--- config.mk ---
export PLATFORM = sky130hd
export DESIGN_NAME = string_op_address_count_unit
export DESIGN_NICKNAME = d
export VERILOG_FILES = /design/src/rtl/core/soacu_pkg.sv /design/src/rtl/core/soacu_seg_regs.sv /design/src/rtl/core/soacu_calc.sv /design/src/rtl/core/string_op_address_count_unit.sv
export SDC_FILE = /design/constraint.sdc
export NUM_CORES = 1
export LEC_CHECK = 0
export ABC_AREA = 1
export BUFFER_PORTS_ARGS = -buffer_cell sky130_fd_sc_hd__buf_2
export CORE_MARGIN = 2
export CORE_UTILIZATION = 30
export CTS_CLUSTER_SIZE = 20
export DETAILED_ROUTE_END_ITERATION = 8
export HOLD_SLACK_MARGIN = 0.15
export PLACE_DENSITY = 0.44
export SYNTH_ARGS = -nofsm -noshare
export SYNTH_HDL_FRONTEND = slang
export SYNTH_SLANG_ARGS = --single-unit
--- constraint.sdc ---
create_clock -name clk -period 7.2 [get_ports clk]
set_clock_uncertainty 0.2 [all_clocks]
set_input_delay 1.44 -clock clk [delete_from_list [all_inputs] [get_ports clk]]
set_output_delay 1.44 -clock clk [all_outputs]
set_load 0.01 [all_outputs]
--- src/rtl/core/soacu_pkg.sv ---
package soacu_pkg;

  localparam int unsigned DATA_W   = 32;
  localparam int unsigned PORT_W   = 16;
  localparam int unsigned NUM_SEGS = 6;
  localparam int unsigned SEG_W    = 3;

  localparam logic [2:0] OP_INS  = 3'd0;
  localparam logic [2:0] OP_OUTS = 3'd1;
  localparam logic [2:0] OP_MOVS = 3'd2;
  localparam logic [2:0] OP_STOS = 3'd3;
  localparam logic [2:0] OP_CMPS = 3'd4;
  localparam logic [2:0] OP_LODS = 3'd5;
  localparam logic [2:0] OP_SCAS = 3'd6;

  localparam logic [1:0] SIZE_BYTE = 2'd0;
  localparam logic [1:0] SIZE_WORD = 2'd1;

  localparam logic [1:0] REP_NONE = 2'd0;

  localparam logic [1:0] RC_DONE   = 2'd0;
  localparam logic [1:0] RC_REPEAT = 2'd1;
  localparam logic [1:0] RC_IF_EQ  = 2'd2;
  localparam logic [1:0] RC_IF_NE  = 2'd3;

  localparam logic [SEG_W-1:0] SEG_ES  = 3'd0;
  localparam logic [SEG_W-1:0] SEG_DS  = 3'd3;
  localparam logic [SEG_W-1:0] OVR_DEF = 3'd0;

  localparam logic [DATA_W-1:0] MASK_16 = 32'h0000_ffff;
  localparam logic [DATA_W-1:0] MASK_32 = 32'hffff_ffff;

  typedef struct packed {
    logic [2:0]        op;
    logic [1:0]        size_code;
    logic              addr16;
    logic [1:0]        rep_mode;
    logic [2:0]        seg_override;
    logic              direction;
    logic [1:0]        cpl;
    logic [1:0]        iopl;
    logic [DATA_W-1:0] src_index;
    logic [DATA_W-1:0] dst_index;
    logic [DATA_W-1:0] count;
    logic [DATA_W-1:0] port_reg;
  } req_t;

  typedef struct packed {
    logic              execute;
    logic              fault;
    logic [DATA_W-1:0] src_addr;
    logic [DATA_W-1:0] dst_addr;
    logic [PORT_W-1:0] port_addr;
    logic [DATA_W-1:0] new_src_index;
    logic [DATA_W-1:0] new_dst_index;
    logic [DATA_W-1:0] new_count;
    logic [1:0]        repeat_cond;
  } rsp_t;

  function automatic logic [DATA_W-1:0] advance_index(
    input logic [DATA_W-1:0] v,
    input logic [DATA_W-1:0] delta,
    input logic [DATA_W-1:0] mask
  );
    logic [DATA_W-1:0] sum;
    sum = v + delta;
    return (v & ~mask) | (sum & mask);
  endfunction

endpackage

--- src/rtl/core/soacu_seg_regs.sv ---
module soacu_seg_regs (
  input  logic                            clk,
  input  logic                            rst_n,
  input  logic                            cfg_we,
  input  logic [soacu_pkg::SEG_W-1:0]     cfg_index,
  input  logic [soacu_pkg::DATA_W-1:0]    cfg_wdata,
  input  logic [soacu_pkg::SEG_W-1:0]     src_ovr,
  output logic [soacu_pkg::DATA_W-1:0]    src_base,
  output logic [soacu_pkg::DATA_W-1:0]    es_base
);
  import soacu_pkg::*;

  logic [DATA_W-1:0]  base_r [NUM_SEGS];
  logic [SEG_W-1:0]   src_seg;

  always_ff @(posedge clk) begin
    if (!rst_n) begin
      for (int i = 0; i < NUM_SEGS; i++) begin
        base_r[i] <= '0;
      end
    end else if (cfg_we && (cfg_index < SEG_W'(NUM_SEGS))) begin
      base_r[cfg_index] <= cfg_wdata;
    end
  end

  // override k selects segment k-1; no override or out of range falls back to ds
  always_comb begin
    if ((src_ovr == OVR_DEF) || (src_ovr > SEG_W'(NUM_SEGS))) begin
      src_seg = SEG_DS;
    end else begin
      src_seg = src_ovr - SEG_W'(1);
    end
  end

  assign src_base = base_r[src_seg];
  assign es_base  = base_r[SEG_ES];

endmodule

--- src/rtl/core/soacu_calc.sv ---
module soacu_calc (
  input  logic                          clk,
  input  logic                          rst_n,
  input  logic                          req_valid,
  input  soacu_pkg::req_t               req,
  input  logic [soacu_pkg::DATA_W-1:0]  src_base,
  input  logic [soacu_pkg::DATA_W-1:0]  es_base,
  output logic                          rsp_valid,
  output soacu_pkg::rsp_t               rsp
);
  import soacu_pkg::*;

  logic              rsp_valid_r;
  rsp_t              rsp_r;
  rsp_t              rsp_nxt;
  logic [DATA_W-1:0] mask;
  logic [DATA_W-1:0] step;
  logic [DATA_W-1:0] delta;
  logic              uses_src;
  logic              uses_dst;
  logic              is_port;
  logic              is_cmp;
  logic              op_ok;
  logic              zero_cnt;

  always_comb begin
    mask = req.addr16 ? MASK_16 : MASK_32;
    case (req.size_code)
      SIZE_BYTE: step = DATA_W'(1);
      SIZE_WORD: step = DATA_W'(2);
      default:   step = DATA_W'(4);
    endcase
    delta    = req.direction ? (~step + DATA_W'(1)) : step;
    uses_src = (req.op inside {OP_OUTS, OP_MOVS, OP_CMPS, OP_LODS});
    uses_dst = (req.op inside {OP_INS, OP_MOVS, OP_STOS, OP_CMPS, OP_SCAS});
    is_port  = (req.op inside {OP_INS, OP_OUTS});
    is_cmp   = (req.op inside {OP_CMPS, OP_SCAS});
    op_ok    = (req.op <= OP_SCAS);
    zero_cnt = (req.rep_mode != REP_NONE) && ((req.count & mask) == '0);
  end

  always_comb begin
    rsp_nxt               = '0;
    rsp_nxt.new_src_index = req.src_index;
    rsp_nxt.new_dst_index = req.dst_index;
    rsp_nxt.new_count     = req.count;
    rsp_nxt.repeat_cond   = RC_DONE;
    if (op_ok) begin
      if (is_port && (req.cpl > req.iopl)) begin
        rsp_nxt.fault = 1'b1;
      end else begin
        if (uses_src) begin
          rsp_nxt.src_addr = (req.src_index & mask) + src_base;
        end
        if (uses_dst) begin
          rsp_nxt.dst_addr = (req.dst_index & mask) + es_base;
        end
        if (is_port) begin
          rsp_nxt.port_addr = req.port_reg[PORT_W-1:0];
        end
        if (!zero_cnt) begin
          rsp_nxt.execute = 1'b1;
          if (uses_src) begin
            rsp_nxt.new_src_index = advance_index(req.src_index, delta, mask);
          end
          if (uses_dst) begin
            rsp_nxt.new_dst_index = advance_index(req.dst_index, delta, mask);
          end
          if (req.rep_mode != REP_NONE) begin
            rsp_nxt.new_count = advance_index(req.count, MASK_32, mask);
            if ((rsp_nxt.new_count & mask) != '0) begin
              if (is_cmp) begin
                rsp_nxt.repeat_cond = req.rep_mode[0] ? RC_IF_EQ : RC_IF_NE;
              end else begin
                rsp_nxt.repeat_cond = RC_REPEAT;
              end
            end
          end
        end
      end
    end
  end

  always_ff @(posedge clk) begin
    if (!rst_n) begin
      rsp_valid_r <= 1'b0;
    end else begin
      rsp_valid_r <= req_valid;
    end
  end

  always_ff @(posedge clk) begin
    if (req_valid) begin
      rsp_r <= rsp_nxt;
    end
  end

  assign rsp_valid = rsp_valid_r;
  assign rsp       = rsp_r;

endmodule

--- src/rtl/core/string_op_address_count_unit.sv ---
// channel   direction  handshake              payload
// request   in         start, busy            in_op .. in_port_reg
// result    out        out_strobe (1 cycle)   out_execute .. out_repeat_cond
// config    in         cfg_we                 cfg_index, cfg_wdata
//
// One request per cycle; the result is registered twice after start (input register,
// then result register). busy is always low.
// Synchronous active-low reset clears valid bits and all segment bases to zero.
// The receiver cannot stall; out_strobe marks each result for one cycle.
module string_op_address_count_unit (
  input  logic                          clk,
  input  logic                          rst_n,
  input  logic                          start,
  output logic                          busy,
  input  logic [2:0]                    in_op,
  input  logic [1:0]                    in_size_code,
  input  logic                          in_addr16,
  input  logic [1:0]                    in_rep_mode,
  input  logic [2:0]                    in_seg_override,
  input  logic                          in_direction,
  input  logic [1:0]                    in_cpl,
  input  logic [1:0]                    in_iopl,
  input  logic [soacu_pkg::DATA_W-1:0]  in_src_index,
  input  logic [soacu_pkg::DATA_W-1:0]  in_dst_index,
  input  logic [soacu_pkg::DATA_W-1:0]  in_count,
  input  logic [soacu_pkg::DATA_W-1:0]  in_port_reg,
  input  logic                          cfg_we,
  input  logic [soacu_pkg::SEG_W-1:0]   cfg_index,
  input  logic [soacu_pkg::DATA_W-1:0]  cfg_wdata,
  output logic                          out_strobe,
  output logic                          out_execute,
  output logic                          out_fault,
  output logic [soacu_pkg::DATA_W-1:0]  out_src_addr,
  output logic [soacu_pkg::DATA_W-1:0]  out_dst_addr,
  output logic [soacu_pkg::PORT_W-1:0]  out_port_addr,
  output logic [soacu_pkg::DATA_W-1:0]  out_new_src_index,
  output logic [soacu_pkg::DATA_W-1:0]  out_new_dst_index,
  output logic [soacu_pkg::DATA_W-1:0]  out_new_count,
  output logic [1:0]                    out_repeat_cond
);
  import soacu_pkg::*;

  logic              req_valid_r;
  req_t              req_r;
  req_t              req_nxt;
  logic [DATA_W-1:0] src_base;
  logic [DATA_W-1:0] es_base;
  logic              rsp_valid;
  rsp_t              rsp;

  assign busy = 1'b0;

  always_comb begin
    req_nxt.op           = in_op;
    req_nxt.size_code    = in_size_code;
    req_nxt.addr16       = in_addr16;
    req_nxt.rep_mode     = in_rep_mode;
    req_nxt.seg_override = in_seg_override;
    req_nxt.direction    = in_direction;
    req_nxt.cpl          = in_cpl;
    req_nxt.iopl         = in_iopl;
    req_nxt.src_index    = in_src_index;
    req_nxt.dst_index    = in_dst_index;
    req_nxt.count        = in_count;
    req_nxt.port_reg     = in_port_reg;
  end

  always_ff @(posedge clk) begin
    if (!rst_n) begin
      req_valid_r <= 1'b0;
    end else begin
      req_valid_r <= start && !busy;
    end
  end

  always_ff @(posedge clk) begin
    if (start && !busy) begin
      req_r <= req_nxt;
    end
  end

  soacu_seg_regs u_seg_regs (
    .clk       (clk),
    .rst_n     (rst_n),
    .cfg_we    (cfg_we),
    .cfg_index (cfg_index),
    .cfg_wdata (cfg_wdata),
    .src_ovr   (req_r.seg_override),
    .src_base  (src_base),
    .es_base   (es_base)
  );

  soacu_calc u_calc (
    .clk       (clk),
    .rst_n     (rst_n),
    .req_valid (req_valid_r),
    .req       (req_r),
    .src_base  (src_base),
    .es_base   (es_base),
    .rsp_valid (rsp_valid),
    .rsp       (rsp)
  );

  assign out_strobe        = rsp_valid;
  assign out_execute       = rsp.execute;
  assign out_fault         = rsp.fault;
  assign out_src_addr      = rsp.src_addr;
  assign out_dst_addr      = rsp.dst_addr;
  assign out_port_addr     = rsp.port_addr;
  assign out_new_src_index = rsp.new_src_index;
  assign out_new_dst_index = rsp.new_dst_index;
  assign out_new_count     = rsp.new_count;
  assign out_repeat_cond   = rsp.repeat_cond;

endmodule

==> implementation parameters <==
Parameter                              Value

CTS
  Clk slew on worst S/H paths    60 ps
  Resized Gates After CTS    0
  Clock Tree Root    sky130_fd_sc_hd__clkbuf_16
  Buffers inserted during post-CTS setup optimization    0
  H-tree levels    3
  CTS max path bufs    3
  Clock tree from TritonCTS    done
  Clock insertion delay at the later pin of the skew report    640 ps
  Post-cts hold buffer count    0
  Number of CTS-inserted buffers    71
  Number of sinks driven by the clock tree    566

STA
  Final setup margin    1900 ps
  Worst slew pin tran    1150 ps
  Count of endpoints failing hold in the final timing report    0
  Final setup fails    0
  Final slew viol count    0
  Sum of negative setup slack    0 ps
  Worst relative slew slack    22.7%
  Tcrit/Tclk final    73.6%
  Highest clock rate    189 MHz
  Final period demand of the worst path    5300 ps
  Setup repair after global routing missed its margin    no

Setup path
  Kind of capture point of the worst setup path    flip-flop
  Largest fanout on the critical path    23
  Classification of the worst setup path    reg -> reg
  Worst Path Required    about 7400 ps
  Arrival time worst endpoint    5490 ps
  Critical path launch point type    flip-flop

Route
  Via-per-instance ratio    a little under 5
  Remaining antenna violation count    0
  Post-Route WL    103000 um
  Total number of vias    24.1k
  Routed wire per std cell    20.5 um
  Number of DRC markers after the initial detailed-route iteration    1752
  Pre-antenna DRT Iters    5
  Post-detailed-route DRC marker count    0

Final layout
  Number of nets in the finished design    3966
  Ratio of cells with drive above 1 in the final layout    14.1%
  Synth-to-layout area growth    18.9%
  Final core utilization    a little over a third
  Post-route cell area    36000 sq um

Power and ir drop
  Worst ir drop on vdd    0.145 mV
  Power per cell area    274 nW/um^2
  Leakage dissipation    14.7 nW

Floorplanning
  Die area    between 100000 and 150000 sq um
  Starting density of the core    30.3%
  Die Span X    322 um
  Number of placement rows    approximately 120
  Area inside the core boundary    100000 sq um
  Die boundary height    322 um
  Num ports    365

Global route
  Overflow after GRT    0
  Global-route wire length before repair    149000 um
  Pin count of the biggest net entering global routing    133
  Antenna violations before repair    15
  Global-route total usage across every layer    19.5%
  Vias in the first global route    approximately 23k

Outcome
  Outcome    completed

Logic synthesis
  EDFF count, synth    564
  Avg Cell Area, Syn    approximately 9.4 sq um
  Flip-flop cell with the highest count after synthesis    sky130_fd_sc_hd__edfxtp_1
  Count of synthesis-stage warnings from yosys    0
  Seq/Total Area, Yosys    56.1%
  Total standard cell area after synthesis    30300 sq um
  Fraction of registers with async set or reset after synthesis    0%
  Yosys top cell area share    between 50% and 60%
  Post-synthesis sequential element count    566
  Number of library cell types mapped by synthesis    57
  Most area-hungry cell type in the Yosys netlist    sky130_fd_sc_hd__edfxtp_1
  Synthesized instance count    3231
  Dominant cells by area after synthesis    sky130_fd_sc_hd__edfxtp_1, sky130_fd_sc_hd__nand2_1, sky130_fd_sc_hd__nor2_1

Placement
  Post-Place Worst Slack    1760 ps
  Instance area at placement    33700 sq um
  Detailed placement HPWL    75100 um
  Global placement routability congestion    0.905
  I/O Buffers    about 350

Flow run
  Max-Cap Viols    0

Hold path
  Worst hold path type    reg -> reg
## cells in the final DEF (no fill, tap or decap), types with 7 or more instances in the layout
master                      count
sky130_fd_sc_hd__nand2_1      701
sky130_fd_sc_hd__ha_1         130
sky130_fd_sc_hd__buf_2        346
sky130_fd_sc_hd__nor3_1        21
sky130_fd_sc_hd__o21ai_0      224
sky130_fd_sc_hd__a21boi_0      10
sky130_fd_sc_hd__a32o_1        32
sky130_fd_sc_hd__o21bai_1      17
sky130_fd_sc_hd__edfxtp_1     564
sky130_fd_sc_hd__buf_4         23
sky130_fd_sc_hd__nand3_1      186
sky130_fd_sc_hd__inv_2          7
sky130_fd_sc_hd__a31oi_1       12
sky130_fd_sc_hd__inv_1        298
sky130_fd_sc_hd__conb_1        65
sky130_fd_sc_hd__nor2_1       455
sky130_fd_sc_hd__a21o_1         9
sky130_fd_sc_hd__clkbuf_16     72
sky130_fd_sc_hd__clkbuf_1      21
sky130_fd_sc_hd__o21a_1        12
sky130_fd_sc_hd__nor2_2        13
sky130_fd_sc_hd__xnor2_1       27
sky130_fd_sc_hd__clkinv_1      16
sky130_fd_sc_hd__xor2_1        36
sky130_fd_sc_hd__nand4_1       26
sky130_fd_sc_hd__nand2_2        8
sky130_fd_sc_hd__a21oi_1      265
## stage by stage
step	std cells	hold WS [ps]	power, W
2_1_floorplan	3295	319	0.00560
3_3_place_gp	4873	321	0.00646
3_5_place_dp	4873	330	0.00646
4_1_cts	5000	339	0.00999
5_1_grt	5000	374	0.0104
6_report	5005	340	0.00986
## layout make-up
| type | instances | area [sq um] |
|---|---|---|
| Fill cell | 10300 | 64000 |
| Sequential cell | 566 | 17000 |
| Multi-Input combinational cell | 2328 | 12000 |
| Timing Repair Buffer | 372 | 1960 |
| Clock buffer | 93 | 1880 |
| Tap cell | 1298 | 1620 |
| Inverter | 309 | 1160 |
| Clock inverter | 34 | 345 |
| Antenna cell | 5 | 12.5 |
## power breakdown
part           total (W)  leakage, nW  switching [W]  internal (W)
logic            0.00225         8.23        0.00154      0.000710
clock network    0.00347         1.07        0.00147       0.00200
registers        0.00414         5.36       0.000154       0.00398
## path summary, 6_finish.rpt
check	from	end	slack (ps)	depth (start not counted)
worst min-delay path	req_r[7]	u_calc.rsp[105]	340	2
worst max register to register	req_r[133]	u_calc.rsp[170]	1900	19
worst min register to register	req_r[7]	u_calc.rsp[105]	340	2
worst max-delay path	req_r[133]	u_calc.rsp[170]	1900	19
## cells by family after synthesis
family | Yosys count | synth area share, %
AOI/OAI and AO/OA | 619 | 11.5
xor gates and xnor gates | 63 | 1.82
adders and majority gates | 135 | 5.68
buffers and inverters | 401 | 5.21
DFF | 566 | 56.1
muxes | 5 | 0.165
other | 1 | 0.0124
and+or+nand+nor | 1441 | 19.5
## sequential cells by signal, indices dropped and copies added, names as in the netlist
| name | cells |
|---|---|
| req_valid_r | 1 |
| u_seg_regs.base_r | 256 |
| u_calc.rsp | 180 |
| req_r | 128 |
| u_calc.rsp_valid | 1 |
## synth_stat cells (3+ instances only)
| cell | count |
|---|---|
| sky130_fd_sc_hd__and2_1 | 5 |
| sky130_fd_sc_hd__nor2_2 | 12 |
| sky130_fd_sc_hd__nor2_4 | 3 |
| sky130_fd_sc_hd__xnor2_1 | 27 |
| sky130_fd_sc_hd__nor3_1 | 21 |
| sky130_fd_sc_hd__o21a_1 | 12 |
| sky130_fd_sc_hd__buf_1 | 12 |
| sky130_fd_sc_hd__mux2i_1 | 5 |
| sky130_fd_sc_hd__nor2_1 | 456 |
| sky130_fd_sc_hd__clkinv_1 | 3 |
| sky130_fd_sc_hd__xor2_1 | 36 |
| sky130_fd_sc_hd__nor4_1 | 6 |
| sky130_fd_sc_hd__o21bai_1 | 17 |
| sky130_fd_sc_hd__buf_2 | 20 |
| sky130_fd_sc_hd__o211ai_1 | 4 |
| sky130_fd_sc_hd__nand4_1 | 26 |
| sky130_fd_sc_hd__a21boi_0 | 10 |
| sky130_fd_sc_hd__o21ai_0 | 225 |
| sky130_fd_sc_hd__clkbuf_1 | 56 |
| sky130_fd_sc_hd__nand2_1 | 705 |
| sky130_fd_sc_hd__inv_1 | 299 |
| sky130_fd_sc_hd__a211oi_1 | 4 |
| sky130_fd_sc_hd__ha_1 | 131 |
| sky130_fd_sc_hd__a31oi_1 | 12 |
| sky130_fd_sc_hd__a32o_1 | 32 |
| sky130_fd_sc_hd__o21ai_1 | 5 |
| sky130_fd_sc_hd__nand2_2 | 4 |
| sky130_fd_sc_hd__a21oi_2 | 6 |
| sky130_fd_sc_hd__edfxtp_1 | 564 |
| sky130_fd_sc_hd__a21oi_1 | 266 |
| sky130_fd_sc_hd__nand3_1 | 188 |
| sky130_fd_sc_hd__inv_2 | 6 |
| sky130_fd_sc_hd__nand3_2 | 3 |
| sky130_fd_sc_hd__o2111ai_1 | 4 |
| sky130_fd_sc_hd__fa_1 | 4 |
| sky130_fd_sc_hd__o22ai_1 | 4 |
| sky130_fd_sc_hd__a21o_1 | 9 |
## per-layer routing
metal | vias up | routed length [um] | global-route usage, % | share of wire, %
met5 | - | 11 | 0 | 0.011
met1 | 11300 | 47600 | 27.3 | 46
met4 | 2 | 2420 | 5.22 | 2.4
met2 | 671 | 46200 | 30.9 | 45
li1 | 12000 | - | - | -
met3 | 114 | 6450 | 3.55 | 6.3
## worst max-delay path: stages (launching register included)
cell and delay, ps:
sky130_fd_sc_hd__edfxtp_1 380, sky130_fd_sc_hd__inv_1 100, sky130_fd_sc_hd__ha_1 210, sky130_fd_sc_hd__or2_0 220
sky130_fd_sc_hd__a21oi_1 240, sky130_fd_sc_hd__clkinv_1 710, sky130_fd_sc_hd__o21ai_0 650, sky130_fd_sc_hd__ha_1 270
sky130_fd_sc_hd__inv_1 60, sky130_fd_sc_hd__fa_1 380, sky130_fd_sc_hd__inv_1 80, sky130_fd_sc_hd__nand2_1 70
sky130_fd_sc_hd__a21oi_2 240, sky130_fd_sc_hd__a21oi_1 160, sky130_fd_sc_hd__o21ai_1 280, sky130_fd_sc_hd__a21oi_1 150
sky130_fd_sc_hd__o21ai_0 420, sky130_fd_sc_hd__nand2_1 100, sky130_fd_sc_hd__nand2_1 80, sky130_fd_sc_hd__nor2_1 40
Power figures use the tool's default switching activity.
